--- src/design/hbridge_timed_brake_sequencer_macros.svh ---
// ----------------------------------------------------------------------------
// H-bridge brake sequencer assertion macros
// Shorthand for the concurrent checks at the end of the top level.
// ----------------------------------------------------------------------------
`ifndef HBRIDGE_TIMED_BRAKE_SEQUENCER_MACROS_SVH
`define HBRIDGE_TIMED_BRAKE_SEQUENCER_MACROS_SVH

// The antecedent implies the consequent in the same cycle.
`define HBTS_ASSERT_SAME(lbl, ante, cons) \
  lbl: assert property (@(posedge clk) disable iff (!rst_n) (ante) |-> (cons)) \
    else $error("hbts check failed in the same cycle");

// The antecedent implies the consequent in the next cycle.
`define HBTS_ASSERT_NEXT(lbl, ante, cons) \
  lbl: assert property (@(posedge clk) disable iff (!rst_n) (ante) |=> (cons)) \
    else $error("hbts check failed in the next cycle");

`endif

--- src/design/hbts_pkg.sv ---
// ----------------------------------------------------------------------------
// H-bridge brake sequencer package
// Field widths, command and mode codes and register reset values.
// ----------------------------------------------------------------------------
`timescale 1ns / 1ps
`default_nettype none

package hbts_pkg;

  localparam int unsigned CmdW     = 3;
  localparam int unsigned SpeedW   = 9;
  localparam int unsigned DurW     = 16;
  localparam int unsigned DutyW    = 8;
  localparam int unsigned ModeW    = 3;
  localparam int unsigned ElapsedW = 17;
  localparam int unsigned InDataW  = 32;
  localparam int unsigned OutDataW = 16;
  localparam int unsigned CfgIdxW  = 1;

  typedef logic [CmdW-1:0]     cmd_t;
  typedef logic [ModeW-1:0]    mode_t;
  typedef logic [DutyW-1:0]    duty_t;
  typedef logic [DurW-1:0]     dur_t;
  typedef logic [ElapsedW-1:0] elapsed_t;
  typedef logic [CfgIdxW-1:0]  cfg_idx_t;

  // Command codes carried in tuser.
  localparam cmd_t CMD_TICK        = 3'd0;
  localparam cmd_t CMD_DRIVE       = 3'd1;
  localparam cmd_t CMD_DRIVE_TIMED = 3'd2;
  localparam cmd_t CMD_HARD_TIMED  = 3'd3;
  localparam cmd_t CMD_HOLD_SOFT   = 3'd4;
  localparam cmd_t CMD_SOFT_TIMED  = 3'd5;
  localparam cmd_t CMD_FREE        = 3'd6;

  // Operating modes.
  localparam mode_t MODE_FREE         = 3'd0;
  localparam mode_t MODE_MOVING       = 3'd1;
  localparam mode_t MODE_MOVING_TIMED = 3'd2;
  localparam mode_t MODE_HARD_BRAKE   = 3'd3;
  localparam mode_t MODE_SOFT_TIMED   = 3'd4;
  localparam mode_t MODE_HOLD_BRAKE   = 3'd5;

  // Configuration register indexes.
  localparam cfg_idx_t CFG_HARD_HOLD = 1'd0;
  localparam cfg_idx_t CFG_SOFT_HOLD = 1'd1;

  localparam dur_t     HARD_HOLD_RESET = 16'd100;
  localparam dur_t     SOFT_HOLD_RESET = 16'd1000;
  localparam duty_t    FULL_DUTY       = 8'hFF;
  localparam elapsed_t ELAPSED_MAX     = 17'h1FFFF;

endpackage

`default_nettype wire

--- src/design/hbridge_timed_brake_sequencer.sv ---
// ----------------------------------------------------------------------------
// H-bridge timed brake sequencer
// Drives one bridge channel from commands and millisecond ticks, stepping a
// timed drive through hard brake and soft brake to free run.
// ----------------------------------------------------------------------------
//  Channel  Dir  Ports                 Contents
//  in       in   in_t*  tdata, tuser   speed_request, duration_ms; command
//  out      out  out_t* tdata          dir_a, dir_b, enable_duty, mode_now
//  cfg      in   cfg_*                 hold times for hard and soft brake
//
// One transaction is taken per cycle; its result is registered and appears
// on the output channel in the following cycle. The mode and timer update in
// one pass of next-state logic. Input is taken while the result register is
// empty or being emptied, so a stalled output stops input only when full.
// Reset is synchronous and active low and restores the default hold times.
// ----------------------------------------------------------------------------
`timescale 1ns / 1ps
`default_nettype none

`include "hbridge_timed_brake_sequencer_macros.svh"

module hbridge_timed_brake_sequencer (
  input  wire logic                          clk,
  input  wire logic                          rst_n,
  input  wire logic                          in_tvalid,
  output logic                               in_tready,
  // [8:0] speed_request (signed), [24:9] duration_ms, [31:25] zero
  input  wire logic [hbts_pkg::InDataW-1:0]  in_tdata,
  // [2:0] command
  input  wire logic [hbts_pkg::CmdW-1:0]     in_tuser,
  output logic                               out_tvalid,
  input  wire logic                          out_tready,
  // [0] dir_a, [1] dir_b, [9:2] enable_duty, [12:10] mode_now, [15:13] zero
  output logic [hbts_pkg::OutDataW-1:0]      out_tdata,
  input  wire logic                          cfg_wr_en,
  input  wire logic [hbts_pkg::CfgIdxW-1:0]  cfg_index,
  input  wire logic [hbts_pkg::DurW-1:0]     cfg_wdata
);

  hbts_pkg::dur_t     hard_hold_r, soft_hold_r;
  hbts_pkg::mode_t    mode_r, mode_nxt;
  hbts_pkg::elapsed_t elapsed_r, elapsed_nxt, elapsed_inc;
  hbts_pkg::dur_t     hold_limit_r, hold_limit_nxt;
  logic               pin_a_r, pin_a_nxt, pin_b_r, pin_b_nxt;
  hbts_pkg::duty_t    duty_r, duty_nxt;
  logic               out_valid_r;
  logic [hbts_pkg::OutDataW-1:0] out_tdata_r, out_tdata_nxt;

  logic                            in_accept;
  logic signed [hbts_pkg::SpeedW-1:0] speed;
  hbts_pkg::dur_t                  dur;
  logic [hbts_pkg::SpeedW-1:0]     speed_neg;
  hbts_pkg::duty_t                 drive_duty;
  logic                            drive_a, drive_b;

  assign in_tready = !out_valid_r || out_tready;
  assign in_accept = in_tvalid && in_tready;
  assign speed     = in_tdata[hbts_pkg::SpeedW-1:0];
  assign dur       = in_tdata[hbts_pkg::SpeedW +: hbts_pkg::DurW];

  // Reverse speeds take the magnitude; only -256 overflows eight bits.
  always_comb begin
    speed_neg = -speed;
    if (speed[hbts_pkg::SpeedW-1]) begin
      drive_a    = 1'b0;
      drive_b    = 1'b1;
      drive_duty = speed_neg[hbts_pkg::SpeedW-1] ? hbts_pkg::FULL_DUTY
                                                 : speed_neg[hbts_pkg::DutyW-1:0];
    end else begin
      drive_a    = 1'b1;
      drive_b    = 1'b0;
      drive_duty = speed[hbts_pkg::DutyW-1:0];
    end
  end

  always_comb begin
    mode_nxt       = mode_r;
    elapsed_nxt    = elapsed_r;
    hold_limit_nxt = hold_limit_r;
    pin_a_nxt      = pin_a_r;
    pin_b_nxt      = pin_b_r;
    duty_nxt       = duty_r;
    elapsed_inc    = (elapsed_r == hbts_pkg::ELAPSED_MAX) ? elapsed_r
                                                          : elapsed_r + 1'b1;
    case (in_tuser)
      hbts_pkg::CMD_TICK: begin
        elapsed_nxt = elapsed_inc;
        // The timer has expired once the count passes the limit.
        if (elapsed_inc > {1'b0, hold_limit_r}) begin
          case (mode_r)
            hbts_pkg::MODE_MOVING_TIMED: begin
              mode_nxt       = hbts_pkg::MODE_HARD_BRAKE;
              elapsed_nxt    = '0;
              hold_limit_nxt = hard_hold_r;
              pin_a_nxt      = 1'b1;
              pin_b_nxt      = 1'b1;
              duty_nxt       = hbts_pkg::FULL_DUTY;
            end
            hbts_pkg::MODE_HARD_BRAKE: begin
              mode_nxt       = hbts_pkg::MODE_SOFT_TIMED;
              elapsed_nxt    = '0;
              hold_limit_nxt = soft_hold_r;
              pin_a_nxt      = 1'b0;
              pin_b_nxt      = 1'b0;
              duty_nxt       = hbts_pkg::FULL_DUTY;
            end
            hbts_pkg::MODE_SOFT_TIMED: begin
              mode_nxt  = hbts_pkg::MODE_FREE;
              pin_a_nxt = 1'b0;
              pin_b_nxt = 1'b0;
              duty_nxt  = '0;
            end
            default: begin
            end
          endcase
        end
      end
      hbts_pkg::CMD_DRIVE: begin
        mode_nxt  = hbts_pkg::MODE_MOVING;
        pin_a_nxt = drive_a;
        pin_b_nxt = drive_b;
        duty_nxt  = drive_duty;
      end
      hbts_pkg::CMD_DRIVE_TIMED: begin
        mode_nxt       = hbts_pkg::MODE_MOVING_TIMED;
        elapsed_nxt    = '0;
        hold_limit_nxt = dur;
        pin_a_nxt      = drive_a;
        pin_b_nxt      = drive_b;
        duty_nxt       = drive_duty;
      end
      hbts_pkg::CMD_HARD_TIMED: begin
        mode_nxt       = hbts_pkg::MODE_HARD_BRAKE;
        elapsed_nxt    = '0;
        hold_limit_nxt = dur;
        pin_a_nxt      = 1'b1;
        pin_b_nxt      = 1'b1;
        duty_nxt       = hbts_pkg::FULL_DUTY;
      end
      hbts_pkg::CMD_HOLD_SOFT: begin
        mode_nxt  = hbts_pkg::MODE_HOLD_BRAKE;
        pin_a_nxt = 1'b0;
        pin_b_nxt = 1'b0;
        duty_nxt  = hbts_pkg::FULL_DUTY;
      end
      hbts_pkg::CMD_SOFT_TIMED: begin
        mode_nxt       = hbts_pkg::MODE_SOFT_TIMED;
        elapsed_nxt    = '0;
        hold_limit_nxt = dur;
        pin_a_nxt      = 1'b0;
        pin_b_nxt      = 1'b0;
        duty_nxt       = hbts_pkg::FULL_DUTY;
      end
      hbts_pkg::CMD_FREE: begin
        mode_nxt  = hbts_pkg::MODE_FREE;
        pin_a_nxt = 1'b0;
        pin_b_nxt = 1'b0;
        duty_nxt  = '0;
      end
      default: begin
      end
    endcase
    out_tdata_nxt = {3'b000, mode_nxt, duty_nxt, pin_b_nxt, pin_a_nxt};
  end

  always_ff @(posedge clk) begin
    if (!rst_n) begin
      hard_hold_r  <= hbts_pkg::HARD_HOLD_RESET;
      soft_hold_r  <= hbts_pkg::SOFT_HOLD_RESET;
      mode_r       <= hbts_pkg::MODE_FREE;
      elapsed_r    <= '0;
      hold_limit_r <= '0;
      pin_a_r      <= 1'b0;
      pin_b_r      <= 1'b0;
      duty_r       <= '0;
      out_valid_r  <= 1'b0;
    end else begin
      if (cfg_wr_en) begin
        case (cfg_index)
          hbts_pkg::CFG_HARD_HOLD: hard_hold_r <= cfg_wdata;
          hbts_pkg::CFG_SOFT_HOLD: soft_hold_r <= cfg_wdata;
          default: begin
          end
        endcase
      end
      if (in_accept) begin
        mode_r       <= mode_nxt;
        elapsed_r    <= elapsed_nxt;
        hold_limit_r <= hold_limit_nxt;
        pin_a_r      <= pin_a_nxt;
        pin_b_r      <= pin_b_nxt;
        duty_r       <= duty_nxt;
        out_valid_r  <= 1'b1;
      end else if (out_tready) begin
        out_valid_r  <= 1'b0;
      end
    end
  end

  always_ff @(posedge clk) begin
    if (in_accept) begin
      out_tdata_r <= out_tdata_nxt;
    end
  end

  assign out_tvalid = out_valid_r;
  assign out_tdata  = out_tdata_r;

  `HBTS_ASSERT_NEXT(a_accept_gives_result, in_accept, out_valid_r)
  `HBTS_ASSERT_SAME(a_result_mode_matches, out_valid_r, out_tdata_r[12:10] == mode_r)
  `HBTS_ASSERT_SAME(a_hard_brake_pins, mode_r == hbts_pkg::MODE_HARD_BRAKE, pin_a_r && pin_b_r && (duty_r == hbts_pkg::FULL_DUTY))
  `HBTS_ASSERT_SAME(a_free_pins, mode_r == hbts_pkg::MODE_FREE, !pin_a_r && !pin_b_r && (duty_r == '0))

endmodule

`default_nettype wire

--- config.mk ---
export PLATFORM = sky130hd
export DESIGN_NAME = hbridge_timed_brake_sequencer
export DESIGN_NICKNAME = d
export VERILOG_FILES = /design/src/design/hbts_pkg.sv /design/src/design/hbridge_timed_brake_sequencer.sv
export VERILOG_INCLUDE_DIRS = /design/src /design/src/design
export SDC_FILE = /design/constraint.sdc
export NUM_CORES = 1
export LEC_CHECK = 0
export BUFFER_PORTS_ARGS = -buffer_cell sky130_fd_sc_hd__buf_2
export CORE_ASPECT_RATIO = 2
export CORE_UTILIZATION = 50
export DETAILED_ROUTE_END_ITERATION = 7
export PLACE_DENSITY = 0.81
export SLEW_MARGIN = 20
export SYNTH_ARGS = -nofsm -noshare
export SYNTH_HDL_FRONTEND = slang
export SYNTH_SLANG_ARGS = --single-unit
--- constraint.sdc ---
create_clock -name clk -period 10.8 [get_ports clk]
set_input_delay 2.16 -clock clk [delete_from_list [all_inputs] [get_ports clk]]
set_output_delay 2.16 -clock clk [all_outputs]
set_load 0.02 [all_outputs]
* Yosys cells after proc, flatten, opt, wreduce, memory -nomap -nowiden
Cells that the tools add are included.
** Storage, ports and cells
- Register bits after elaboration :: 92
- Input port bits :: 57
- Output and inout port bits :: 18
- Logic and storage cells :: 67
** Operators by class
- $add $sub $neg :: 2
- $lt $le $gt $ge :: 1
- Eq/ne operators :: 12
- Multiplexer cells :: 25
- Bitwise logic cells :: 1
- Reductions and logical operators :: 16
** Operators by type and width (number)
- 16-bit one-hot mux with 2 select lines :: 2
- 17-bit two-way mux :: 3
- 17-bit one-hot mux with 2 select lines :: 1
- 8-bit one-hot mux with 4 select lines :: 1
- 8-bit two-way mux :: 3
- 3-bit one-hot mux with 7 select lines :: 1
- 17-bit by 1-bit adder with 17-bit output (second input constant) :: 1
- 17-bit == test (second input constant) :: 1
- 17-bit by 16-bit > comparator with 1-bit output :: 1
- 16-bit two-way mux :: 1
- 8-bit one-hot mux with 2 select lines :: 1
- 3-bit by 2-bit == test with 1-bit output (second input constant) :: 4
- 3-bit == test (second input constant) :: 4
- 9-bit negator :: 1
- 3-bit one-hot mux with 3 select lines :: 1
- 3-bit OR reduction :: 3
- 1-bit one-hot mux with 4 select lines :: 2
- 1-bit two-way mux :: 6
- 2-bit AND reduction :: 3
- 2-bit OR reduction :: 3
- 1-bit one-hot mux with 2 select lines :: 2
- 4-bit AND reduction :: 1
- 2-bit nonzero test :: 2
- 3-bit by 1-bit == test with 1-bit output (second input constant) :: 1
- other kinds (8) :: 8

* Logic depth before layout (Yosys ltp)
- Depth after elaboration :: 5
- Gate-level depth with buffers :: 16
- Depth with buffers taken out :: 15

* Worst setup path before layout
Ideal clock, no wire load.
- Path type :: input -> output
- Start :: input port out_tready
- End :: output port in_tready
- Arrival time :: 2.395 ns
- Data required time :: 8.640 ns
- Slack :: 6.245 ns
- Stages :: 1
- Buffers on the path :: 0
- Path through :: nand2b_1
** On the way
- Cells in the longest elaborated chain, start to end :: 1
** Ends and longest elaborated chain
- start, declared :: RTL line hbridge_timed_brake_sequencer.sv:32 : input wire logic out_tready,
- 1-bit logical OR :: RTL line hbridge_timed_brake_sequencer.sv:56 : assign in_tready = !out_valid_r || out_tready;
- end, declared :: RTL line hbridge_timed_brake_sequencer.sv:26 : output logic in_tready,
Every way passes these cells.

* Worst setup path in the final report
- Start :: register elapsed_r[4]
- End :: register elapsed_r[0]
** On the way
- Cells in the longest elaborated chain, start to end :: 5
- Elaborated cells between the ends (all ways) :: 7
- Classes of those cells :: 1 x add/sub; 1 x order compare; 1 x eq/ne; 4 x mux
** Ends and longest elaborated chain
- start, declared :: RTL line hbridge_timed_brake_sequencer.sv:42 : hbts_pkg::elapsed_t elapsed_r, elapsed_nxt, elapsed_inc;
- start signal, assigned :: RTL line hbridge_timed_brake_sequencer.sv:188 : elapsed_r <= elapsed_nxt;
- 17-bit by 1-bit adder with 17-bit output or 17-bit == test (tied branches) :: RTL line hbridge_timed_brake_sequencer.sv:84, hbridge_timed_brake_sequencer.sv:83
- 17-bit two-way mux (*) :: RTL line hbridge_timed_brake_sequencer.sv:83 : elapsed_inc = (elapsed_r == hbts_pkg::ELAPSED_MAX) ? elapsed_r
- 17-bit by 16-bit > comparator with 1-bit output or 17-bit two-way mux (tied branches) :: RTL line hbridge_timed_brake_sequencer.sv:89, hbridge_timed_brake_sequencer.sv:90
- 17-bit two-way mux (*) :: RTL line hbridge_timed_brake_sequencer.sv:89 : if (elapsed_inc > {1'b0, hold_limit_r}) begin
- 17-bit one-hot mux with 2 select lines (*) :: RTL line hbridge_timed_brake_sequencer.sv:85 : case (in_tuser)
Every way passes the cells marked *; elsewhere a longest branch is shown, timed or not.
A chain may end at the register's enable or synchronous reset.

==> out/results.txt <==
The flow ran to the end, and the final reports show no timing, DRC or antenna violations. The transition time at the pin with the least slew margin works out to 1100 ps. Worst setup path category: register to register. The floorplan core area is 10,400 µm². For the hold violation count in the final report, the log shows 0. The number of violations reported at the end of detailed-routing iteration 0 was 312; the share of layout cells above drive strength 1 was 14.3%. The most numerous cell type found on the critical path is sky130_fd_sc_hd__nand4_1. Multiplexer cells account for 3.80% of the synthesized area. The sequential fraction of design power was 45.8%; the synthesized area per cell was 8.03 µm². The synthesized netlist devotes 23.9% of its cell area to compound gates. Cell internal power was estimated by the tool at 0.000579 W. The deepest clock path buffer count was 2. The total negative slack for setup checks was 0 ps. Data on the critical path is required at its endpoint by 11,080 ps. The normalized max-slew margin came out at 26.7%.

For this design the top-level I/O count stands at 75. Power comes to 0.000824 W. Using the TritonRoute via totals, the vias-per-cell ratio works out to 5.96.

The tool flagged a number of max-cap violations equal to 0. The synthesized netlist devotes 4.60% of its cell area to adder and majority cells. In this run, the clock network consumes 38.6% of the power. The share of the Yosys chip area taken by registers is 37.0%.

After floorplanning, the core was divided into 53 placement rows. The critical path goes through nand4_1 > nor4_4 > a211oi_1 > buf_4 > nand3_1 > nor2_1 > xor2_1 > ha_1 > nand4_1 > or4_1 > and3_1 > a211o_4 > a211oi_4 > a31oi_1 > mux2i_1. The synthesized netlist cell count came out at 664.

In this run the static leakage power is 2.48 nW. The biggest fanout along the worst timing path works out to 26. The clock slew seen by the registers of the worst setup and hold paths was 70 ps; the number of failing setup endpoints in the final timing report was 0. The run gives 25.1% as the total global-route track usage. The most common cell in the netlist is sky130_fd_sc_hd__nand2_1. CTS placed an instance of sky130_fd_sc_hd__clkbuf_16 at the clock tree root. The logic gate share of total power was 15.5%. The sort of element at the end of the critical path is a register. The switching share of power works out to 29.8%. The growth of design area from synthesis to finish was 11.7%; the wire length of the first global-routing pass was 21,600 µm. Power spread over the standard cell area amounts to 138 nW/µm². Once the floorplan was initialized, standard cells occupied 51.2% of the core. The tools report the final count of pins violating max slew as 0. The signal arrival time at the worst endpoint is 5380 ps. The post-synthesis share of cell area spent on xor and xnor gates came out at 2.63%. TritonCTS built the clock tree. The floorplan step set the die width to 75.0 µm.

The tools report the initial antenna violation count as 0. The logs give 5740 ps for the post-placement worst setup slack and 0 for the number of buffers inserted by post-CTS setup repair. The run gives 0.000245 W as the switching power total. Entering global routing, the biggest net connects 47 pins.

Once the clock tree was built, the resizer swapped 0 gates to a different size. For this design, the sink count on the clock tree is 92. The commonest cells after synthesis are sky130_fd_sc_hd__nand2_1 (113), sky130_fd_sc_hd__dfxtp_1 (79), sky130_fd_sc_hd__a21oi_1 (67), sky130_fd_sc_hd__nand3_1 (42), sky130_fd_sc_hd__nor2_1 (36). Across the VDD grid, the largest voltage drop is 0.000128 V. The count of buffering cells on the critical path with inverters included was 1. The largest total area in the synthesized netlist belongs to sky130_fd_sc_hd__dfxtp_1. The total vias in the final route is 5,014. The final-stage net count is 774, and the minimum period implied by the final worst setup slack is 5100 ps.

The final layout contains routed wiring with a total length of 13,200 µm. Cell with the largest stage delay on the worst path: sky130_fd_sc_hd__a211oi_4. The clock reaches the later pin of the worst-skew pair after 360 ps. The number of global-route vias before repair is 4,813, and the count of flip-flops with a built-in enable after synthesis is 13. After layout, the worst path uses 47.2% of the clock period. In the routed design, unresolved DRC markers number 0. Of the total synthesized cell area, the portion taken by AND, OR, NAND and NOR gates is 21.9%. The logs give 5330 µm² for the synthesized cell area and 0 for the sum of overflow across all layers after global routing. The number of I/O port buffers is 64. CTS built an H-tree with a depth of 3. Of the post-synthesis cell area, the dominant cell type holds 29.7%.

The flop and latch count out of synthesis was 92; the area of the die was 11,100 µm². The worst setup path is launched from a register. The weighted congestion at the end of routability-driven global placement was 0.914; the hold buffer count at CTS was 0. In this run, CTS created clock tree buffers numbering 9. Among cell families on the critical path, the largest total delay comes from simple AND/OR/NAND/NOR gates.

The number of distinct standard cells referenced by the synthesized netlist is 68, and the setup slack after layout is 5700 ps. The most frequently used flop master after synthesis was sky130_fd_sc_hd__dfxtp_1. The repair_antennas step left the layout with diodes totalling 0.

Derived from the worst setup path, the maximum achievable clock frequency is 196 MHz. Yosys printed 0 warnings. The first detailed-routing pass took 5 iterations.

Once detail routing completed, the nets flagged for antenna violations numbered 0. Setup repair after global routing left no endpoint under its margin. In the post-synthesis netlist, the biggest area contributors are sky130_fd_sc_hd__dfxtp_1 (30%), sky130_fd_sc_hd__nand2_1 (8.0%), sky130_fd_sc_hd__edfxtp_1 (7.3%).

The tools report the post-DP HPWL as 9460 µm. The post-synthesis async set-or-reset flop share came out at 0%. Measured along the y axis, the die boundary spans 148 µm. Hold is met by 459 ps. Dividing the detail-routed wire length by the instance count gives 15.7 µm. By area, the combinational part of the netlist is dominated by compound AO/OA/AOI/OAI gates.

The worst-case clock skew is 9.15 ps. The worst hold-check path type was register to register. The critical path's largest stage delay works out to 890 ps.
-- flip-flops by register name, summed over array words and instances (netlist names) --
signal,flops
hard_hold_r,16
out_tdata,13
mode_r,3
hold_limit_r,16
pin_a_r,1
duty_r,8
elapsed_r,17
pin_b_r,1
soft_hold_r,16
out_tvalid,1
-- through the flow --
step	cell area [µm²]	utilization, %	std cells
6_report	5960	57.2	841
5_1_grt	5960	57.2	841
4_1_cts	5940	57.1	841
2_1_floorplan	5340	-	666
3_3_place_gp	5640	54.2	825
3_5_place_dp	5640	54.2	825
-- placed cells by master (no fill, tap or decap), types with 4 or more instances in the layout --
master | Yosys | final
sky130_fd_sc_hd__o2bb2ai_1 | 8 | 8
sky130_fd_sc_hd__ha_1 | 18 | 18
sky130_fd_sc_hd__a21oi_1 | 67 | 67
sky130_fd_sc_hd__a211oi_1 | 4 | 4
sky130_fd_sc_hd__a31oi_1 | 4 | 4
sky130_fd_sc_hd__inv_1 | 26 | 26
sky130_fd_sc_hd__nand2_1 | 113 | 113
sky130_fd_sc_hd__nand3_1 | 42 | 42
sky130_fd_sc_hd__a221o_1 | 8 | 8
sky130_fd_sc_hd__xnor2_1 | 14 | 14
sky130_fd_sc_hd__mux2i_1 | 18 | 18
sky130_fd_sc_hd__and2_1 | 10 | 10
sky130_fd_sc_hd__o21ai_0 | 33 | 33
sky130_fd_sc_hd__nor2_1 | 36 | 34
sky130_fd_sc_hd__and3_1 | 10 | 10
sky130_fd_sc_hd__nor3_1 | 7 | 7
sky130_fd_sc_hd__o21a_1 | 5 | 5
sky130_fd_sc_hd__dfxtp_1 | 79 | 79
sky130_fd_sc_hd__a21o_1 | 19 | 19
sky130_fd_sc_hd__buf_2 | 5 | 64
sky130_fd_sc_hd__clkbuf_16 | 0 | 9
sky130_fd_sc_hd__edfxtp_1 | 13 | 13
sky130_fd_sc_hd__a22o_1 | 9 | 9
sky130_fd_sc_hd__nand4_1 | 13 | 13
-- worst register-to-register path, cell delays in order (launching register included) --
cell                       delay [ps]
sky130_fd_sc_hd__dfxtp_1          500
sky130_fd_sc_hd__nand4_1          240
sky130_fd_sc_hd__nor4_4           510
sky130_fd_sc_hd__a211oi_1         150
sky130_fd_sc_hd__buf_4            190
sky130_fd_sc_hd__nand3_1          160
sky130_fd_sc_hd__nor2_1            70
sky130_fd_sc_hd__xor2_1           170
sky130_fd_sc_hd__ha_1             340
sky130_fd_sc_hd__nand4_1          180
sky130_fd_sc_hd__or4_1            590
sky130_fd_sc_hd__and3_1           220
sky130_fd_sc_hd__a211o_4          400
sky130_fd_sc_hd__a211oi_4         890
sky130_fd_sc_hd__a31oi_1          220
sky130_fd_sc_hd__mux2i_1          180
-- routing by layer --
metal  global-route usage, %  wire (µm)  vias up
li1                        -          -     2452
met1                    27.7       5160     2349
met2                    44.2       7060      180
met3                    3.61        553       33
met4                    13.9        403        0
met5                       0          0        -
-- layout make-up --
cell class,instances,area (µm²)
clock buffer,9,225
clock inverter,7,76.3
fill,965,4460
inverter,29,109
multi-input combinational,500,3060
sequential,92,1970
tap,137,171
timing repair buffer,67,343
-- path summary, 6_finish.rpt --
path	from	endpoint	slack, ps	depth (start not counted)
worst max-delay path	elapsed_r[4]	elapsed_r[0]	5700	15
worst max register to register	elapsed_r[4]	elapsed_r[0]	5700	15
worst min register to register	hard_hold_r[12]	hard_hold_r[12]	460	2
worst min-delay path	hard_hold_r[12]	hard_hold_r[12]	460	2
-- power groups by stage --
stage	logic (W)	registers [W]	clock network [W]
after global placement	0.000122	0.000384	0
after detailed placement	0.000126	0.000385	0
after global routing	0.000141	0.000380	0.000335
after floorplan	0.0000858	0.000389	0
final	0.000128	0.000378	0.000318
after CTS	0.000127	0.000378	0.000324
-- cell families after synthesis --
group	Yosys count
simple gates	251
other cells	1
compound gates	190
xor+xnor	16
flops	92
buf+inv	74
fa+ha+maj	20
mux	20
Power figures use the tool's default switching activity.
